**src/design/drs_pkg.sv**
```systemverilog
// Shared types and constants for the duplicate-rejecting stack.
// Used by drs_cell, drs_ctrl and duplicate_rejecting_stack; depends on nothing.
package drs_pkg;

   localparam int DEPTH   = 16;
   localparam int DATA_W  = 32;
   localparam int CAP_W   = 5;
   localparam int CNT_OUT_W = 5;
   localparam int CNT_W   = $clog2(DEPTH + 1);
   localparam int CMP_W   = (CNT_W > CAP_W) ? CNT_W : CAP_W;
   localparam int SCAN_W  = (DEPTH > 1) ? $clog2(DEPTH) : 1;
   localparam int CAP_RESET = 16;
   localparam int REQ_W   = 40;
   localparam int RSP_W   = 40;

   typedef enum logic [1:0] {
      MODE_PUSH = 2'd0,
      MODE_POP  = 2'd1,
      MODE_PEEK = 2'd2,
      MODE_NOP  = 2'd3
   } mode_type;

   typedef enum logic [1:0] {
      ST_OK    = 2'd0,
      ST_DUP   = 2'd1,
      ST_FULL  = 2'd2,
      ST_EMPTY = 2'd3
   } status_type;

   typedef enum logic [1:0] {
      S_IDLE = 2'd0,
      S_SCAN = 2'd1,
      S_DONE = 2'd2
   } state_type;

   typedef struct packed {
      logic shift_dn;
      logic shift_up;
   } cell_cmd_type;

endpackage

```
**src/design/drs_cell.sv**
```systemverilog
// One stack cell: holds one entry and one stage of the duplicate search chain.
// Depends on drs_pkg.
module drs_cell (
   input  logic                          clock,
   input  drs_pkg::cell_cmd_type         cmd,
   input  logic [drs_pkg::DATA_W-1:0]    above_entry,
   input  logic [drs_pkg::DATA_W-1:0]    below_entry,
   input  logic                          live,
   input  logic [drs_pkg::DATA_W-1:0]    key_in,
   input  logic                          hit_in,
   output logic [drs_pkg::DATA_W-1:0]    entry,
   output logic [drs_pkg::DATA_W-1:0]    key_out,
   output logic                          hit_out
);

   logic [drs_pkg::DATA_W-1:0] entry_ff, entry_in;
   logic [drs_pkg::DATA_W-1:0] key_ff;
   logic                       hit_ff, hit_in_next;

   always_comb begin
      if (cmd.shift_dn) begin
         entry_in = above_entry;
      end else if (cmd.shift_up) begin
         entry_in = below_entry;
      end else begin
         entry_in = entry_ff;
      end
      hit_in_next = hit_in | (live & (entry_ff == key_in));
   end

   always_ff @(posedge clock) begin
      entry_ff <= entry_in;
      key_ff   <= key_in;
      hit_ff   <= hit_in_next;
   end

   assign entry   = entry_ff;
   assign key_out = key_ff;
   assign hit_out = hit_ff;

endmodule

```
**src/design/drs_ctrl.sv**
```systemverilog
// Sequencer for the stack: item intake, search timing, fill count and result register.
// Depends on drs_pkg.
module drs_ctrl (
   input  logic                          clock,
   input  logic                          reset,
   input  logic                          req_tvalid,
   output logic                          req_tready,
   input  logic [drs_pkg::REQ_W-1:0]     req_tdata,
   output logic                          rsp_tvalid,
   input  logic                          rsp_tready,
   output logic [drs_pkg::RSP_W-1:0]     rsp_tdata,
   input  logic                          csr_we,
   input  logic [drs_pkg::CAP_W-1:0]     csr_wdata,
   input  logic [drs_pkg::DATA_W-1:0]    top_entry,
   input  logic                          scan_hit,
   output logic [drs_pkg::DATA_W-1:0]    item_value,
   output logic [drs_pkg::CNT_W-1:0]     fill,
   output drs_pkg::cell_cmd_type         cmd
);

   drs_pkg::state_type              state_ff, state_in;
   drs_pkg::mode_type               mode_ff;
   logic [drs_pkg::DATA_W-1:0]      value_ff;
   logic [drs_pkg::SCAN_W-1:0]      cnt_ff, cnt_in;
   logic [drs_pkg::CNT_W-1:0]       fill_ff, fill_in;
   logic [drs_pkg::CAP_W-1:0]       cap_ff;
   logic                            rsp_valid_ff, rsp_valid_in;
   logic [drs_pkg::RSP_W-1:0]       rsp_data_ff;

   logic                            accept, load, full;
   logic [drs_pkg::CMP_W-1:0]       fill_ext, cap_ext, eff_cap;
   logic [drs_pkg::CNT_W-1:0]       new_fill;
   logic [drs_pkg::DATA_W-1:0]      read_value;
   drs_pkg::status_type             status;
   logic [drs_pkg::CMP_W-1:0]       new_fill_ext;
   logic [drs_pkg::CNT_OUT_W-1:0]   count_out;
   logic [drs_pkg::RSP_W-1:0]       rsp_data_in;

   assign accept   = req_tvalid & req_tready;
   assign load     = (state_ff == drs_pkg::S_DONE) & (~rsp_valid_ff | rsp_tready);
   assign fill_ext = drs_pkg::CMP_W'(fill_ff);
   assign cap_ext  = drs_pkg::CMP_W'(cap_ff);
   assign eff_cap  = (cap_ext > drs_pkg::CMP_W'(drs_pkg::DEPTH)) ?
                     drs_pkg::CMP_W'(drs_pkg::DEPTH) : cap_ext;
   assign full     = fill_ext >= eff_cap;

   // Next state.
   always_comb begin
      state_in = state_ff;
      cnt_in   = cnt_ff;
      case (state_ff)
         drs_pkg::S_IDLE: begin
            cnt_in = '0;
            if (accept) begin
               if ((drs_pkg::mode_type'(req_tdata[1:0]) == drs_pkg::MODE_PUSH) && !full) begin
                  state_in = drs_pkg::S_SCAN;
               end else begin
                  state_in = drs_pkg::S_DONE;
               end
            end
         end
         drs_pkg::S_SCAN: begin
            cnt_in = cnt_ff + 1'b1;
            if (cnt_ff == drs_pkg::SCAN_W'(drs_pkg::DEPTH - 1)) begin
               state_in = drs_pkg::S_DONE;
            end
         end
         drs_pkg::S_DONE: begin
            if (load) begin
               state_in = drs_pkg::S_IDLE;
            end
         end
         default: begin
            state_in = drs_pkg::S_IDLE;
         end
      endcase
   end

   // Result and stack commands.
   always_comb begin
      read_value   = '0;
      status       = drs_pkg::ST_OK;
      new_fill     = fill_ff;
      cmd.shift_dn = 1'b0;
      cmd.shift_up = 1'b0;
      case (mode_ff)
         drs_pkg::MODE_PUSH: begin
            if (full) begin
               status = drs_pkg::ST_FULL;
            end else if (scan_hit) begin
               status = drs_pkg::ST_DUP;
            end else begin
               new_fill     = fill_ff + 1'b1;
               cmd.shift_dn = load;
            end
         end
         drs_pkg::MODE_POP: begin
            if (fill_ff == '0) begin
               status = drs_pkg::ST_EMPTY;
            end else begin
               read_value   = top_entry;
               new_fill     = fill_ff - 1'b1;
               cmd.shift_up = load;
            end
         end
         drs_pkg::MODE_PEEK: begin
            if (fill_ff == '0) begin
               status = drs_pkg::ST_EMPTY;
            end else begin
               read_value = top_entry;
            end
         end
         default: begin
            status = drs_pkg::ST_OK;
         end
      endcase
      new_fill_ext = drs_pkg::CMP_W'(new_fill);
      count_out    = new_fill_ext[drs_pkg::CNT_OUT_W-1:0];
      rsp_data_in  = {(new_fill == '0), count_out, status, read_value};
      fill_in      = load ? new_fill : fill_ff;
      rsp_valid_in = load ? 1'b1 : (rsp_valid_ff & ~rsp_tready);
   end

   always_ff @(posedge clock) begin
      if (reset) begin
         state_ff     <= drs_pkg::S_IDLE;
         cnt_ff       <= '0;
         fill_ff      <= '0;
         cap_ff       <= drs_pkg::CAP_W'(drs_pkg::CAP_RESET);
         rsp_valid_ff <= 1'b0;
      end else begin
         state_ff     <= state_in;
         cnt_ff       <= cnt_in;
         fill_ff      <= fill_in;
         rsp_valid_ff <= rsp_valid_in;
         if (csr_we) begin
            cap_ff <= csr_wdata;
         end
      end
   end

   always_ff @(posedge clock) begin
      if (accept) begin
         mode_ff  <= drs_pkg::mode_type'(req_tdata[1:0]);
         value_ff <= req_tdata[drs_pkg::DATA_W+1:2];
      end
      if (load) begin
         rsp_data_ff <= rsp_data_in;
      end
   end

   assign req_tready = (state_ff == drs_pkg::S_IDLE);
   assign rsp_tvalid = rsp_valid_ff;
   assign rsp_tdata  = rsp_data_ff;
   assign item_value = value_ff;
   assign fill       = fill_ff;

endmodule

```
**src/design/duplicate_rejecting_stack.sv**
```systemverilog
// Top level of the duplicate-rejecting stack: a row of drs_cell plus drs_ctrl.
// Depends on drs_pkg, drs_cell and drs_ctrl.
//
// A bounded last-in-first-out stack of 32-bit values that ignores pushes of a
// value it already holds. Each item on the req_ channel asks for a push, a pop,
// a peek at the top or nothing; each produces exactly one item on the rsp_
// channel with the value read, a status, the entry count and an empty flag.
// The entries sit in a row of cells with the top in the first cell; a push
// shifts the row down and a pop shifts it up. The duplicate search sends the
// pushed value down the row one cell per cycle, so a push that is not full
// gets its result once the search has passed the last cell, and pops, peeks,
// no-ops and full pushes skip the search and go straight to the result.
// One item is in work at a time; the next item is taken once the current
// result is in the output register, even while that result is still waiting.
// A receiver stall holds the result and, once a second result is ready,
// holds the block. Reset empties the stack and sets the capacity to 16; the
// entry contents are not cleared. The capacity is written through csr_we and
// csr_wdata only while the block is idle; the block leaves this to the user.
module duplicate_rejecting_stack (
   input  logic                        clock,
   input  logic                        reset,
   input  logic                        req_tvalid,
   output logic                        req_tready,
   input  logic [drs_pkg::REQ_W-1:0]   req_tdata,  // mode[1:0], push_value[33:2], zero pad
   output logic                        rsp_tvalid,
   input  logic                        rsp_tready,
   output logic [drs_pkg::RSP_W-1:0]   rsp_tdata,  // read_value[31:0], status[33:32],
                                                   // entry_count[38:34], empty_flag[39]
   input  logic                        csr_we,
   input  logic [drs_pkg::CAP_W-1:0]   csr_wdata
);

   logic [drs_pkg::DATA_W-1:0] entry   [drs_pkg::DEPTH];
   logic [drs_pkg::DATA_W-1:0] key     [drs_pkg::DEPTH];
   logic                       hit     [drs_pkg::DEPTH];
   logic [drs_pkg::DATA_W-1:0] item_value;
   logic [drs_pkg::CNT_W-1:0]  fill;
   drs_pkg::cell_cmd_type      cmd;

   drs_ctrl u_ctrl (
      .clock      (clock),
      .reset      (reset),
      .req_tvalid (req_tvalid),
      .req_tready (req_tready),
      .req_tdata  (req_tdata),
      .rsp_tvalid (rsp_tvalid),
      .rsp_tready (rsp_tready),
      .rsp_tdata  (rsp_tdata),
      .csr_we     (csr_we),
      .csr_wdata  (csr_wdata),
      .top_entry  (entry[0]),
      .scan_hit   (hit[drs_pkg::DEPTH-1]),
      .item_value (item_value),
      .fill       (fill),
      .cmd        (cmd)
   );

   for (genvar i = 0; i < drs_pkg::DEPTH; i++) begin : g_cell
      logic [drs_pkg::DATA_W-1:0] above_entry, below_entry, key_in;
      logic                       hit_in, live;

      assign live = (drs_pkg::CNT_W'(i) < fill);

      if (i == 0) begin : g_first
         assign above_entry = item_value;
         assign key_in      = item_value;
         assign hit_in      = 1'b0;
      end else begin : g_rest
         assign above_entry = entry[i-1];
         assign key_in      = key[i-1];
         assign hit_in      = hit[i-1];
      end

      if (i == drs_pkg::DEPTH - 1) begin : g_last
         assign below_entry = entry[i];
      end else begin : g_mid
         assign below_entry = entry[i+1];
      end

      drs_cell u_cell (
         .clock       (clock),
         .cmd         (cmd),
         .above_entry (above_entry),
         .below_entry (below_entry),
         .live        (live),
         .key_in      (key_in),
         .hit_in      (hit_in),
         .entry       (entry[i]),
         .key_out     (key[i]),
         .hit_out     (hit[i])
      );
   end

endmodule

```
**config.mk**
```make
export PLATFORM = sky130hd
export DESIGN_NAME = duplicate_rejecting_stack
export DESIGN_NICKNAME = d
export VERILOG_FILES = /design/src/design/drs_pkg.sv /design/src/design/drs_cell.sv /design/src/design/drs_ctrl.sv /design/src/design/duplicate_rejecting_stack.sv
export SDC_FILE = /design/constraint.sdc
export NUM_CORES = 1
export LEC_CHECK = 0
export BUFFER_PORTS_ARGS = -buffer_cell sky130_fd_sc_hd__buf_2
export CAP_MARGIN = 20
export CELL_PAD_IN_SITES_DETAIL_PLACEMENT = 1
export CELL_PAD_IN_SITES_GLOBAL_PLACEMENT = 1
export CORE_MARGIN = 4
export CORE_UTILIZATION = 48
export CTS_BUF_LIST = sky130_fd_sc_hd__clkbuf_8
export DETAILED_ROUTE_END_ITERATION = 10
export PLACE_DENSITY = 0.79
export RECOVER_POWER = 100
export SYNTH_ARGS = -nofsm -noshare
export SYNTH_HDL_FRONTEND = slang
export SYNTH_SLANG_ARGS = --single-unit
```
**constraint.sdc**
```tcl
create_clock -name clock -period 27.3 [get_ports clock]
set_clock_uncertainty 0.15 [all_clocks]
set_input_delay 1.365 -clock clock [delete_from_list [all_inputs] [get_ports clock]]
set_output_delay 1.365 -clock clock [all_outputs]
set_load 0.005 [all_outputs]
```
==> run metrics <==
outcome complete, but fails checks; failing checks max-capacitance violations, max-slew violations; drt first pass iters 5; GRT overflow 0; post-CTS resize count 0; adder-cell area share of the yosys netlist 0.368%; syn_nets 3621; H-tree level count 4; compound-cell area share of the yosys netlist 1.48%; Clock Tree Buf Depth 3; Slew Viols, Final 1226; latest clock arrival within the worst-skew pair 0.81 ns; final setup margin 11.67 ns; Post-route DRC 0; Area Overhead vs Synth 11.1%; Avg WL per Cell 22.8 µm; post-synthesis sequential area ratio 68.3%; largest family of logic cells by synthesized area simple AND/OR/NAND/NOR gates; Worst Tran Pin Value 10.31 ns; Top Metal Used met4; die height 300 µm; first-pass GRT wire length 171000 µm; Total Routing Usage GR 25.3%; worst relative slew slack -587%; Synth Area per Inst 11.5 µm²; CP max FO 226; Synth Cell Area 0.0408 mm²; Setup TNS Final 0 ns; Final min period 15.63 ns; synthesized flop and latch total 1099; CP Data Arrival Time 16.11 ns; CTS hold repair buffers 0; combinational share of power 5.1%; antenna violations before repair 1; Final Cell Area 0.0453 mm²; Peak VDD IR 0.0456 mV; met2 WL post-DR 56300 µm; Placer Congestion 0.850; most common cell after layout, fill and taps aside nand2_1; Initial Util 48.6%; Antenna Nets Post-Route 0; routed vias 25900; largest net degree at the start of global routing 227; clock-pin slew on the worst setup and hold paths 0.06 ns; Synth Instances 3559; Post-CTS Repair Setup Buffers 0; DR vias/cell 5.19; simple-gate share of the synthesized area 17.1%; pwr/cell area 74.0 mW/mm²; RSZ-0062 raised after global routing false; Flop pwr share 56.2%; CTS Buf Count 171; xor/xnor share of the synthesized area 10.9%; Leak 18.3 nW; Final Hold Fails 0; die footprint 0.0897 mm²; CTS sink cnt 1099; CP endpoint kind flip-flop; Int Power 2.55 mW; most frequent cells in the layout 1448 x nand2_1, 586 x edfxtp_1, 513 x dfxtp_1, 269 x xnor2_1, 238 x xor2_1; yosys warns 0; FFs w/ async S/R, synth 0%; I/O Pins 92; fin nets 3778; WL met1 45900 µm; Top FF cell, synth edfxtp_1; mux cell area share after synthesis 0.126%; WS Path Type flip-flop to flip-flop; clock share of power 38.8%; DPL Wire Length 78900 µm; fin cells 4994; worst hold path type flip-flop to flip-flop; type of element launching the critical path flip-flop; Routed WL 114000 µm; Iteration-0 DRC Markers 2208; # setup viols final 0; Core Region 0.0840 mm²; Post-synth EDFFs 586; Sw Pwr 0.803 mW; fmax 64.0 MHz; Max-Cap Viols 14; # port buffers 85; Hold Slack 0.200 ns; Setup WS pre-CTS 20.89 ns; Final period util 57.2%; share of cells above drive strength 1 7.02%; Rows 106; Met3 Routed Length 5050 µm; Synth cell types 58; Die X 300 µm; placed instance area 0.0422 mm²; root buffer cell clkbuf_8; placed instance count 4676; WP data required 27.78 ns; Sw Share 23.9%; vias in the first global route 27500; CTS tree built
[stage by stage]
stage               total power, mW  util, %
floorplan                      2.01        -
global placement               2.07     50.3
detailed placement             2.08     50.3
CTS                            3.37     54.2
global route                   3.48     54.0
finish                         3.35     54.0
[synth_stat cells, types with 19 or more instances]
| master | n | area [µm²] |
|---|---|---|
| xnor2_1 | 269 | 2360 |
| edfxtp_1 | 586 | 17600 |
| a21oi_1 | 19 | 95.1 |
| and2_1 | 36 | 225 |
| dfxtp_1 | 513 | 10300 |
| nor2_1 | 22 | 82.6 |
| nor4_1 | 73 | 457 |
| clkbuf_1 | 43 | 161 |
| xor2_1 | 238 | 2080 |
| buf_2 | 67 | 335 |
| nand2_1 | 1448 | 5440 |
| nand4_1 | 72 | 450 |
[sequential cells by signal (all words and copies together), names as in the netlist]
name,cells
u_ctrl.item_value,32
g_cell.u_cell.hit_out,16
u_ctrl.mode_ff,2
u_ctrl.cap_ext,5
g_cell.u_cell.entry,512
u_ctrl.cnt_ff,4
u_ctrl.state_ff,2
u_ctrl.rsp_tvalid,1
g_cell.u_cell.key_out,480
u_ctrl.rsp_tdata,40
u_ctrl.fill,5
[power by group through the flow]
stage / combinational, mW / sequential [mW] / clock (mW)
2_1_floorplan: 0.106 / 1.91 / 0
3_3_place_gp: 0.160 / 1.91 / 0
3_5_place_dp: 0.165 / 1.91 / 0
4_1_cts: 0.167 / 1.88 / 1.32
5_1_grt: 0.184 / 1.89 / 1.40
6_report: 0.170 / 1.88 / 1.30
[cell families after synthesis]
family	after synthesis
AND/OR/NAND/NOR	1710
flip-flops	1099
XOR/XNOR	507
buffers and inverters	140
AO/OA/AOI/OAI	86
adder cells (fa/ha/maj)	12
multiplexers	5
[per-layer routing]
| layer | GRT usage [%] | vias up |
|---|---|---|
| li1 | - | 12200 |
| met1 | 31.5 | 12800 |
| met2 | 42.5 | 783 |
| met3 | 3.73 | 241 |
| met4 | 14.2 | 0 |
| met5 | 0 | - |
[final timing paths]
kind / from / end / slack (ns) / depth (start not counted)
max: u_ctrl.fill[4] / g_cell[8].u_cell.entry[11] / 11.67 / 9
max reg2reg: u_ctrl.fill[4] / g_cell[8].u_cell.entry[11] / 11.67 / 9
min: g_cell[6].u_cell.key_out[31] / g_cell[7].u_cell.key_out[31] / 0.20 / 0
min reg2reg: g_cell[6].u_cell.key_out[31] / g_cell[7].u_cell.key_out[31] / 0.20 / 0
[final cells by class]
| cell class | count | area (µm²) |
|---|---|---|
| Clock inverter | 115 | 473 |
| Clock buffer | 201 | 2770 |
| Tap cell | 1134 | 1420 |
| Sequential cell | 1099 | 27900 |
| Multi-Input combinational cell | 2320 | 12200 |
| Fill cell | 8913 | 38600 |
| Antenna cell | 1 | 2.50 |
| Inverter | 18 | 68.8 |
| Timing Repair Buffer | 106 | 477 |
[worst max-delay path, cell delays in order, from the launching register on]
cell and delay, ns:
dfxtp_1 0.30, clkbuf_1 0.93, ha_1 0.32, nand2_1 0.14, o21ai_0 0.56, nand2b_1 1.41, clkbuf_1 2.63, clkbuf_1 7.22
nand2_1 0.89, nand2_1 0.32
No activity file was read; power rests on OpenSTA's default activity.
